## src/design/pct_pkg.sv

```systemverilog
`default_nettype none
package pct_pkg;

  localparam int CoordBits    = 16;
  localparam int AccBits      = CoordBits + 1;
  localparam int ProdBits     = AccBits + 4;
  localparam int NumValues    = 6;
  localparam int QueueDepth   = 4;
  localparam int QueuePtrBits = $clog2(QueueDepth);

  localparam logic [AccBits-1:0]   MagLimit = AccBits'(1) << (CoordBits - 1);
  localparam logic [CoordBits-1:0] MaxPos   = CoordBits'(MagLimit - AccBits'(1));

  // ASCII codes the parser looks at
  localparam logic [7:0] ChUpA  = 8'h41;
  localparam logic [7:0] ChUpZ  = 8'h5A;
  localparam logic [7:0] ChLoA  = 8'h61;
  localparam logic [7:0] ChLoZ  = 8'h7A;
  localparam logic [7:0] ChZero = 8'h30;
  localparam logic [7:0] ChNine = 8'h39;
  localparam logic [7:0] ChMinus = 8'h2D;
  localparam logic [7:0] CaseGap = 8'h20;

  typedef logic signed [CoordBits-1:0] coord_t;
  typedef coord_t [NumValues-1:0] store_t;
  typedef logic [2:0] vcount_t;
  typedef logic [QueuePtrBits-1:0] qptr_t;
  typedef logic [QueuePtrBits:0] qcount_t;

  typedef enum logic [3:0] {
    CMD_M       = 4'd0,
    CMD_L       = 4'd1,
    CMD_H       = 4'd2,
    CMD_V       = 4'd3,
    CMD_Q       = 4'd4,
    CMD_T       = 4'd5,
    CMD_C       = 4'd6,
    CMD_S       = 4'd7,
    CMD_Z       = 4'd8,
    CMD_UNKNOWN = 4'd9
  } cmd_t;

  typedef struct packed {
    logic [7:0] char_code;
    logic       end_of_text;
  } pct_in_t;

  typedef struct packed {
    logic [3:0] command;
    logic       relative;
    logic [1:0] point_count;
    logic [2:0] values_found;
    coord_t     x_first;
    coord_t     y_first;
    coord_t     x_second;
    coord_t     y_second;
    coord_t     x_third;
    coord_t     y_third;
    logic       end_of_path;
  } pct_out_t;

  // finished command as it sits in the queue
  typedef struct packed {
    cmd_t    command;
    logic    relative;
    vcount_t values_found;
    store_t  coords;
    logic    end_of_path;
  } pct_rec_t;

  typedef struct packed {
    logic first;
    logic second;
  } pct_push_t;

  typedef struct packed {
    logic    head_valid;
    logic    room;
    qcount_t count;
  } pct_qstat_t;

  function automatic cmd_t letter_code(input logic [7:0] up);
    cmd_t c;
    unique case (up)
      8'h4D:   c = CMD_M;
      8'h4C:   c = CMD_L;
      8'h48:   c = CMD_H;
      8'h56:   c = CMD_V;
      8'h51:   c = CMD_Q;
      8'h54:   c = CMD_T;
      8'h43:   c = CMD_C;
      8'h53:   c = CMD_S;
      8'h5A:   c = CMD_Z;
      default: c = CMD_UNKNOWN;
    endcase
    return c;
  endfunction

endpackage
`default_nettype wire

```

## src/design/pct_front.sv

```systemverilog
`default_nettype none
module pct_front import pct_pkg::*; (
  input  wire logic       clk,
  input  wire logic       rst,
  input  wire logic       in_valid,
  output logic            in_stall,
  input  wire pct_in_t    in_data,
  input  wire pct_qstat_t qstat,
  output pct_push_t       push,
  output pct_rec_t        rec_a,
  output pct_rec_t        rec_b
);

  cmd_t                 pend_cmd, pend_cmd_next;
  logic                 pend_rel, pend_rel_next;
  logic                 active, active_next;
  vcount_t              vidx, fin_vidx, vidx_next, s2_vidx;
  logic [AccBits-1:0]   acc, acc_next;
  logic                 neg, neg_next;
  logic                 in_num, in_num_next;
  store_t               store, fin_store, store_next, s2_store;
  logic                 accept, upper, lower, letter, digit, minus;
  logic [7:0]           ch;
  logic [ProdBits-1:0]  prod;

  function automatic coord_t fin_value(input logic [AccBits-1:0] a, input logic n);
    logic [AccBits-1:0] negated;
    negated = AccBits'(0) - a;
    if (n) begin
      return negated[CoordBits-1:0];
    end
    if (a > MagLimit - AccBits'(1)) begin
      return MaxPos;
    end
    return a[CoordBits-1:0];
  endfunction

  assign in_stall = ~qstat.room;
  assign accept   = in_valid & ~in_stall;

  always_comb begin
    ch     = in_data.char_code;
    upper  = (ch >= ChUpA) && (ch <= ChUpZ);
    lower  = (ch >= ChLoA) && (ch <= ChLoZ);
    letter = upper | lower;
    digit  = (ch >= ChZero) && (ch <= ChNine);
    minus  = (ch == ChMinus);
    prod   = {acc, 3'b000} + {2'b00, acc, 1'b0} + {{(ProdBits-4){1'b0}}, ch[3:0]};

    // close the number in progress on the current state
    fin_store = store;
    fin_vidx  = vidx;
    if (in_num && (vidx < vcount_t'(NumValues))) begin
      fin_store[vidx] = fin_value(acc, neg);
      fin_vidx        = vidx + vcount_t'(1);
    end

    rec_a = '{command: pend_cmd, relative: pend_rel, values_found: fin_vidx,
              coords: fin_store, end_of_path: 1'b0};

    // state after this character
    pend_cmd_next = pend_cmd;
    pend_rel_next = pend_rel;
    active_next   = active;
    vidx_next     = vidx;
    acc_next      = acc;
    neg_next      = neg;
    in_num_next   = in_num;
    store_next    = store;
    if (letter) begin
      pend_cmd_next = letter_code(upper ? ch : ch - CaseGap);
      pend_rel_next = lower;
      active_next   = 1'b1;
      vidx_next     = '0;
      acc_next      = '0;
      neg_next      = 1'b0;
      in_num_next   = 1'b0;
      store_next    = '0;
    end else if (active) begin
      if (digit) begin
        acc_next    = (prod > ProdBits'(MagLimit)) ? MagLimit : prod[AccBits-1:0];
        in_num_next = 1'b1;
      end else begin
        store_next  = fin_store;
        vidx_next   = fin_vidx;
        in_num_next = 1'b0;
        acc_next    = '0;
        neg_next    = minus;
      end
    end

    // end of text closes the number left open by this character
    s2_store = store_next;
    s2_vidx  = vidx_next;
    if (in_num_next && (vidx_next < vcount_t'(NumValues))) begin
      s2_store[vidx_next] = fin_value(acc_next, neg_next);
      s2_vidx             = vidx_next + vcount_t'(1);
    end

    rec_b = '{command: pend_cmd_next, relative: pend_rel_next, values_found: s2_vidx,
              coords: s2_store, end_of_path: 1'b1};

    push.first  = accept & letter & active;
    push.second = accept & in_data.end_of_text & active_next;
  end

  always_ff @(posedge clk) begin
    if (rst || (accept && in_data.end_of_text)) begin
      pend_cmd <= CMD_M;
      pend_rel <= 1'b0;
      active   <= 1'b0;
      vidx     <= '0;
      acc      <= '0;
      neg      <= 1'b0;
      in_num   <= 1'b0;
      store    <= '0;
    end else if (accept) begin
      pend_cmd <= pend_cmd_next;
      pend_rel <= pend_rel_next;
      active   <= active_next;
      vidx     <= vidx_next;
      acc      <= acc_next;
      neg      <= neg_next;
      in_num   <= in_num_next;
      store    <= store_next;
    end
  end

endmodule
`default_nettype wire

```

## src/design/pct_queue.sv

```systemverilog
`default_nettype none
module pct_queue import pct_pkg::*; (
  input  wire logic      clk,
  input  wire logic      rst,
  input  wire pct_push_t push,
  input  wire pct_rec_t  rec_a,
  input  wire pct_rec_t  rec_b,
  input  wire logic      pop,
  output pct_qstat_t     qstat,
  output pct_rec_t       head
);

  pct_rec_t entries [QueueDepth];
  qptr_t    wr_ptr, rd_ptr, b_ptr;
  qcount_t  count, count_next;
  qcount_t  push_n;

  assign push_n = qcount_t'(push.first) + qcount_t'(push.second);
  assign b_ptr  = push.first ? wr_ptr + qptr_t'(1) : wr_ptr;
  assign count_next = count + push_n - qcount_t'(pop);

  assign qstat.head_valid = (count != '0);
  // two free slots needed: one request may leave two commands
  assign qstat.room       = (count <= qcount_t'(QueueDepth - 2));
  assign qstat.count      = count;
  assign head             = entries[rd_ptr];

  always_ff @(posedge clk) begin
    if (rst) begin
      wr_ptr <= '0;
      rd_ptr <= '0;
      count  <= '0;
    end else begin
      wr_ptr <= wr_ptr + push_n[QueuePtrBits-1:0];
      rd_ptr <= rd_ptr + qptr_t'(pop);
      count  <= count_next;
    end
  end

  always_ff @(posedge clk) begin
    if (push.first) begin
      entries[wr_ptr] <= rec_a;
    end
    if (push.second) begin
      entries[b_ptr] <= rec_b;
    end
  end

endmodule
`default_nettype wire

```

## src/design/pct_back.sv

```systemverilog
`default_nettype none
module pct_back import pct_pkg::*; (
  input  wire logic       clk,
  input  wire logic       rst,
  input  wire pct_qstat_t qstat,
  input  wire pct_rec_t   head,
  output logic            pop,
  output logic            out_valid,
  input  wire logic       out_stall,
  output pct_out_t        out_data
);

  pct_out_t fmt;
  store_t   xy;
  logic     load;

  assign load = ~out_valid | ~out_stall;
  assign pop  = qstat.head_valid & load;

  always_comb begin
    xy = '0;
    fmt.point_count = 2'd0;
    unique case (head.command)
      CMD_M, CMD_L, CMD_T: begin
        fmt.point_count = 2'd1;
        xy[0] = head.coords[0];
        xy[1] = head.coords[1];
      end
      CMD_H: begin
        fmt.point_count = 2'd1;
        xy[0] = head.coords[0];
      end
      CMD_V: begin
        fmt.point_count = 2'd1;
        xy[1] = head.coords[0];
      end
      CMD_Q, CMD_S: begin
        fmt.point_count = 2'd2;
        xy[3:0] = head.coords[3:0];
      end
      CMD_C: begin
        fmt.point_count = 2'd3;
        xy = head.coords;
      end
      default: begin
        fmt.point_count = 2'd0;
      end
    endcase
    fmt.command      = head.command;
    fmt.relative     = head.relative;
    fmt.values_found = head.values_found;
    fmt.x_first      = xy[0];
    fmt.y_first      = xy[1];
    fmt.x_second     = xy[2];
    fmt.y_second     = xy[3];
    fmt.x_third      = xy[4];
    fmt.y_third      = xy[5];
    fmt.end_of_path  = head.end_of_path;
  end

  always_ff @(posedge clk) begin
    if (rst) begin
      out_valid <= 1'b0;
    end else if (load) begin
      out_valid <= qstat.head_valid;
    end
  end

  always_ff @(posedge clk) begin
    if (pop) begin
      out_data <= fmt;
    end
  end

endmodule
`default_nettype wire

```

## src/design/path_command_tokenizer_core.sv

```systemverilog
`default_nettype none
// Channel   Direction  Handshake            Payload
// in        input      in_valid / in_stall   pct_in_t  (char_code, end_of_text)
// out       output     out_valid / out_stall pct_out_t (one path command)
//
// One character is accepted per cycle while in_stall is low; it may leave zero,
// one or two commands. A command is parsed into the 4-entry queue when the character
// that ends it is accepted, then formatted into the output register when popped.
// in_stall rises while fewer than two queue slots are free, so it follows
// out_stall only once the queue has filled; the parser never waits otherwise.
// rst is synchronous and clears the parser state, the queue and out_valid.
module path_command_tokenizer_core import pct_pkg::*; (
  input  wire logic    clk,
  input  wire logic    rst,
  input  wire logic    in_valid,
  output logic         in_stall,
  input  wire pct_in_t in_data,
  output logic         out_valid,
  input  wire logic    out_stall,
  output pct_out_t     out_data
);

  pct_qstat_t qstat;
  pct_push_t  push;
  pct_rec_t   rec_a, rec_b, head;
  logic       pop;

  // front: character classification, number accumulation, command framing
  pct_front u_front (
    .clk      (clk),
    .rst      (rst),
    .in_valid (in_valid),
    .in_stall (in_stall),
    .in_data  (in_data),
    .qstat    (qstat),
    .push     (push),
    .rec_a    (rec_a),
    .rec_b    (rec_b)
  );

  // queue of finished commands; takes up to two per cycle
  pct_queue u_queue (
    .clk   (clk),
    .rst   (rst),
    .push  (push),
    .rec_a (rec_a),
    .rec_b (rec_b),
    .pop   (pop),
    .qstat (qstat),
    .head  (head)
  );

  // back: point layout per command and the output register
  pct_back u_back (
    .clk       (clk),
    .rst       (rst),
    .qstat     (qstat),
    .head      (head),
    .pop       (pop),
    .out_valid (out_valid),
    .out_stall (out_stall),
    .out_data  (out_data)
  );

  a_queue_bound: assert property (@(posedge clk) disable iff (rst)
    qstat.count <= qcount_t'(QueueDepth))
    else $error("command queue overfilled");

  a_pop_nonempty: assert property (@(posedge clk) disable iff (rst)
    pop |-> qstat.count != '0)
    else $error("pop from empty command queue");

  a_push_room: assert property (@(posedge clk) disable iff (rst)
    (push.first || push.second) |-> qstat.room)
    else $error("command pushed without queue room");

  a_z_no_points: assert property (@(posedge clk) disable iff (rst)
    (out_valid && (out_data.command == CMD_Z || out_data.command == CMD_UNKNOWN))
      |-> (out_data.point_count == 2'd0 && out_data.x_first == '0
           && out_data.y_first == '0))
    else $error("close or unknown command carries points");

endmodule
`default_nettype wire
```

## config.mk

```make
export PLATFORM = sky130hd
export DESIGN_NAME = path_command_tokenizer_core
export DESIGN_NICKNAME = d
export VERILOG_FILES = /design/src/design/pct_pkg.sv /design/src/design/pct_front.sv /design/src/design/pct_queue.sv /design/src/design/pct_back.sv /design/src/design/path_command_tokenizer_core.sv
export SDC_FILE = /design/constraint.sdc
export NUM_CORES = 1
export LEC_CHECK = 0
export BUFFER_PORTS_ARGS = -buffer_cell sky130_fd_sc_hd__buf_4
export CORE_MARGIN = 2
export CORE_UTILIZATION = 51
export CTS_CLUSTER_DIAMETER = 50
export DETAILED_ROUTE_END_ITERATION = 10
export GPL_TIMING_DRIVEN = 0
export PLACE_DENSITY = 0.68
export SLEW_MARGIN = 20
export SYNTH_ARGS = -nofsm -noshare
export SYNTH_HDL_FRONTEND = slang
export SYNTH_SLANG_ARGS = --single-unit
```

## constraint.sdc

```tcl
create_clock -name clk -period 9.9 [get_ports clk]
set_input_delay 0.495 -clock clk [delete_from_list [all_inputs] [get_ports clk]]
set_output_delay 0.495 -clock clk [all_outputs]
set_load 0.02 [all_outputs]
```

==> metrics.txt <==
setup ws final=1.00 ns; Setup crit end kind=register; Placeable Area=66000 um^2; gr usage total=38.4%; dpl ws=1.42 ns; crit path time final=8.90 ns; GPL Wtd Cong=1.03; Async SR Flop Fraction=0%; Combinational Power Share=25.8%; CTS sink cnt=659; WHS Path Cells=3; Mapped Nets=3222; number of global-route vias before repair=28800; Post-CTS Setup Bufs=0; DRT iter0 DRCs=4968; CTS Hold Buffers Added=0; total grt overflow=0; Critical R2R Launch=u_front.acc[2]; die height=263 um; NetSw=2.79 mW; Final TNS setup=0 ns; pin count of the biggest net entering global routing=37; crit start category=register; post-synth top area share=46.1%; Clk pwr share=35.5%; Resized Gates After CTS=0; first-pass GRT wire length=194 mm; H-tree Lvls=3; WHS Endpoint=u_back.out_valid; Seq/Total Area, Yosys=54.1%; worst ir drop on vdd=0.128 mV; status=finished clean; # placed instances=4160; switching share of power=31.8%; Layout Utilization=59.8%; Pwr Density=223 nW/um^2; #FFs+latches synth=659; DR vias=30000; Tcrit/Tclk final=89.9%; antenna violations before repair=4; HPWL Detailed=93.7 mm; fmax=0.112 GHz; CTS root buf=clkbuf_16; synth warn=0; nets@finish=3448; CTS max path bufs=3; layout cell share with drive strength beyond 1=13.4%; Mapped Cells=3154; Max Cap Violations=0; Inserted Clock Buffers=82; Worst path slowest cell=a2bb2oi_2; Layout area overhead=15.8%; Starting Density=51.7%; crit path kind=register to register; Worst Max-Slew Pin Slew=1.29 ns; count of cell types in the netlist=86; HP Start=out_stall; I/O Buffers=119; CTS clk-pin slew, worst paths=0.06 ns; EDFF count, synth=523; vias per cell=6.96; final slew viol count=0; Die Wd=263 um; I/O Pins=122; Fill cells=5357; antenna viol nets, final=0; r2r setup slk=1.00 ns; Reg power frac=38.7%; Setup Viol. Count Final=0; WP data arrival=9.36 ns; Worst Path Required=10.37 ns; Worst-Skew Late Latency=0.65 ns; cell family with most CP delay=compound AO/OA/AOI/OAI gates; CP Max Fanout=10; WL final=135 mm; DRT Pass-1 Iters=7; cells on worst reg2reg path=26; Main synth FF type=edfxtp_1; TritonCTS clock tree=done; num rows=94; max incr delay on CP=0.96 ns; P_int=5.99 mW; RR Endpoint=u_queue.entries[1][22]; largest area contributor in the synthesized netlist=edfxtp_1; Hold Path Class=input pin to register; full die area=68900 um^2; Max-slew headroom=14.0%; Hold Fails Final Rpt=0; skew final=0.0258 ns; Cell Count, Final, Fillers Out=4318; Mapped Area=34100 um^2; RSZ-0062 raised after global routing=no; syn avg cell area=10.8 um^2; Remaining DRCs=0; CP Buf/Inv Count=5; design area=39500 um^2; WL/cell=31.3 um; Synth area leaders=edfxtp_1 (46%), dfxtp_1 (8.0%), mux4_2 (6.9%); leakage power=12.9 nW; Post-DP Area=36600 um^2
worst min-delay path: stages:
cell	delay, ns
buf_4	0.12
nand2_1	0.06
a21oi_1	0.05
routing by layer:
metal	global-route usage (%)	up-vias	share of wire, %
met4	25.0	6	7.4
li1	-	12600	-
met3	10.5	549	12
met1	48.3	14500	36
met5	0	-	0.053
met2	58.6	2373	44
cell type report:
| class | count | area, um^2 | area share, % |
|---|---|---|---|
| Sequential cell | 659 | 18400 | 46.7 |
| Multi-Input combinational cell | 2186 | 14600 | 37.0 |
| Clock buffer | 109 | 2240 | 5.67 |
| Timing Repair Buffer | 142 | 1350 | 3.42 |
| Tap cell | 864 | 1080 | 2.74 |
| Buffer | 261 | 1010 | 2.55 |
| Clock inverter | 43 | 559 | 1.42 |
| Inverter | 48 | 180 | 0.457 |
| Antenna cell | 6 | 15.0 | 0.0381 |
power groups by stage:
stage / Combinational (mW) / Clock [mW] / Sequential (mW)
2_1_floorplan: 0.980 / 0 / 3.79
3_5_place_dp: 2.24 / 0 / 3.46
3_3_place_gp: 2.12 / 0 / 3.53
6_report: 2.27 / 3.12 / 3.40
5_1_grt: 2.36 / 3.22 / 3.42
4_1_cts: 2.25 / 3.11 / 3.40
placed cells by master, fill, tap and decap left out, drive strengths merged, types with 31 or more instances in the layout:
cell | netlist | final
a2111oi | 43 | 43
a211oi | 35 | 35
a21oi | 219 | 219
a22oi | 72 | 72
and2 | 31 | 31
buf | 24 | 166
clkbuf | 237 | 346
dfxtp | 136 | 136
edfxtp | 523 | 523
ha | 52 | 52
inv | 48 | 62
mux2i | 35 | 35
mux4 | 105 | 105
nand2 | 286 | 286
nand3 | 32 | 32
nor2 | 374 | 374
nor2b | 72 | 72
nor3 | 49 | 49
o21ai | 220 | 220
o22ai | 265 | 265
Yosys cell counts (31+ instances only):
cell type    n
a21oi_1    207
mux4_2     105
inv_1       48
dfxtp_1    136
nor2b_1     72
ha_1        52
mux2i_1     35
o22ai_1    265
nor2_1     373
o21ai_0    203
a211oi_1    32
nand2_1    284
nand3_1     32
and2_1      31
a22oi_1     71
nor3_1      49
a2111oi_0   42
edfxtp_1   523
clkbuf_1   237
worst max path at each step:
stage	startpoint	to	slack (ns)	cells past startpoint
2_1_floorplan	out_stall	u_queue.count[2]	2.17	9
3_3_place_gp	in_data[2]	u_queue.entries[1][87]	-1.06	14
3_5_place_dp	u_front.acc[2]	u_queue.entries[0][4]	1.42	26
4_1_cts	u_front.acc[2]	u_queue.entries[1][84]	1.33	26
5_1_grt	u_front.acc[2]	u_queue.entries[1][22]	0.79	26
6_report	u_front.acc[2]	u_queue.entries[1][22]	1.00	26
per-stage QoR:
| stage | hold WS, ns | power (mW) |
|---|---|---|
| after detailed placement | 0.458 | 5.69 |
| final | 0.154 | 8.78 |
| after global routing | 0.173 | 9.01 |
| after CTS | 0.137 | 8.75 |
| after global placement | 0.445 | 5.65 |
| after floorplan | 0.435 | 4.77 |
cells by family (layout without fill, tap and decap cells):
kind of cell             Yosys count  after routing  share of synthesized area (%)
AO/OA/AOI/OAI                   1017           1017                           19.3
XOR/XNOR                          32             32                          0.822
adder cells (fa/ha/maj)           55             55                           2.09
buffers and inverters            309            603                           3.44
flip-flops                       659            659                           54.1
multiplexers                     141            141                           8.00
other                              0              6                              0
AND/OR/NAND/NOR                  941            941                           12.3
registers in the layout, summed over array words and instances (netlist names):
register and flops:
u_queue.count 3, u_back.out_data 107, u_front.vidx 3, u_front.in_num 1, u_back.out_valid 1, u_front.neg 1, u_queue.rd_ptr 2, u_front.pend_cmd 4
u_front.acc 17, u_queue.wr_ptr 2, u_front.active 1, u_front.pend_rel 1, u_front.store 96, u_queue.entries 420
No activity file was read; power rests on OpenSTA's default activity.
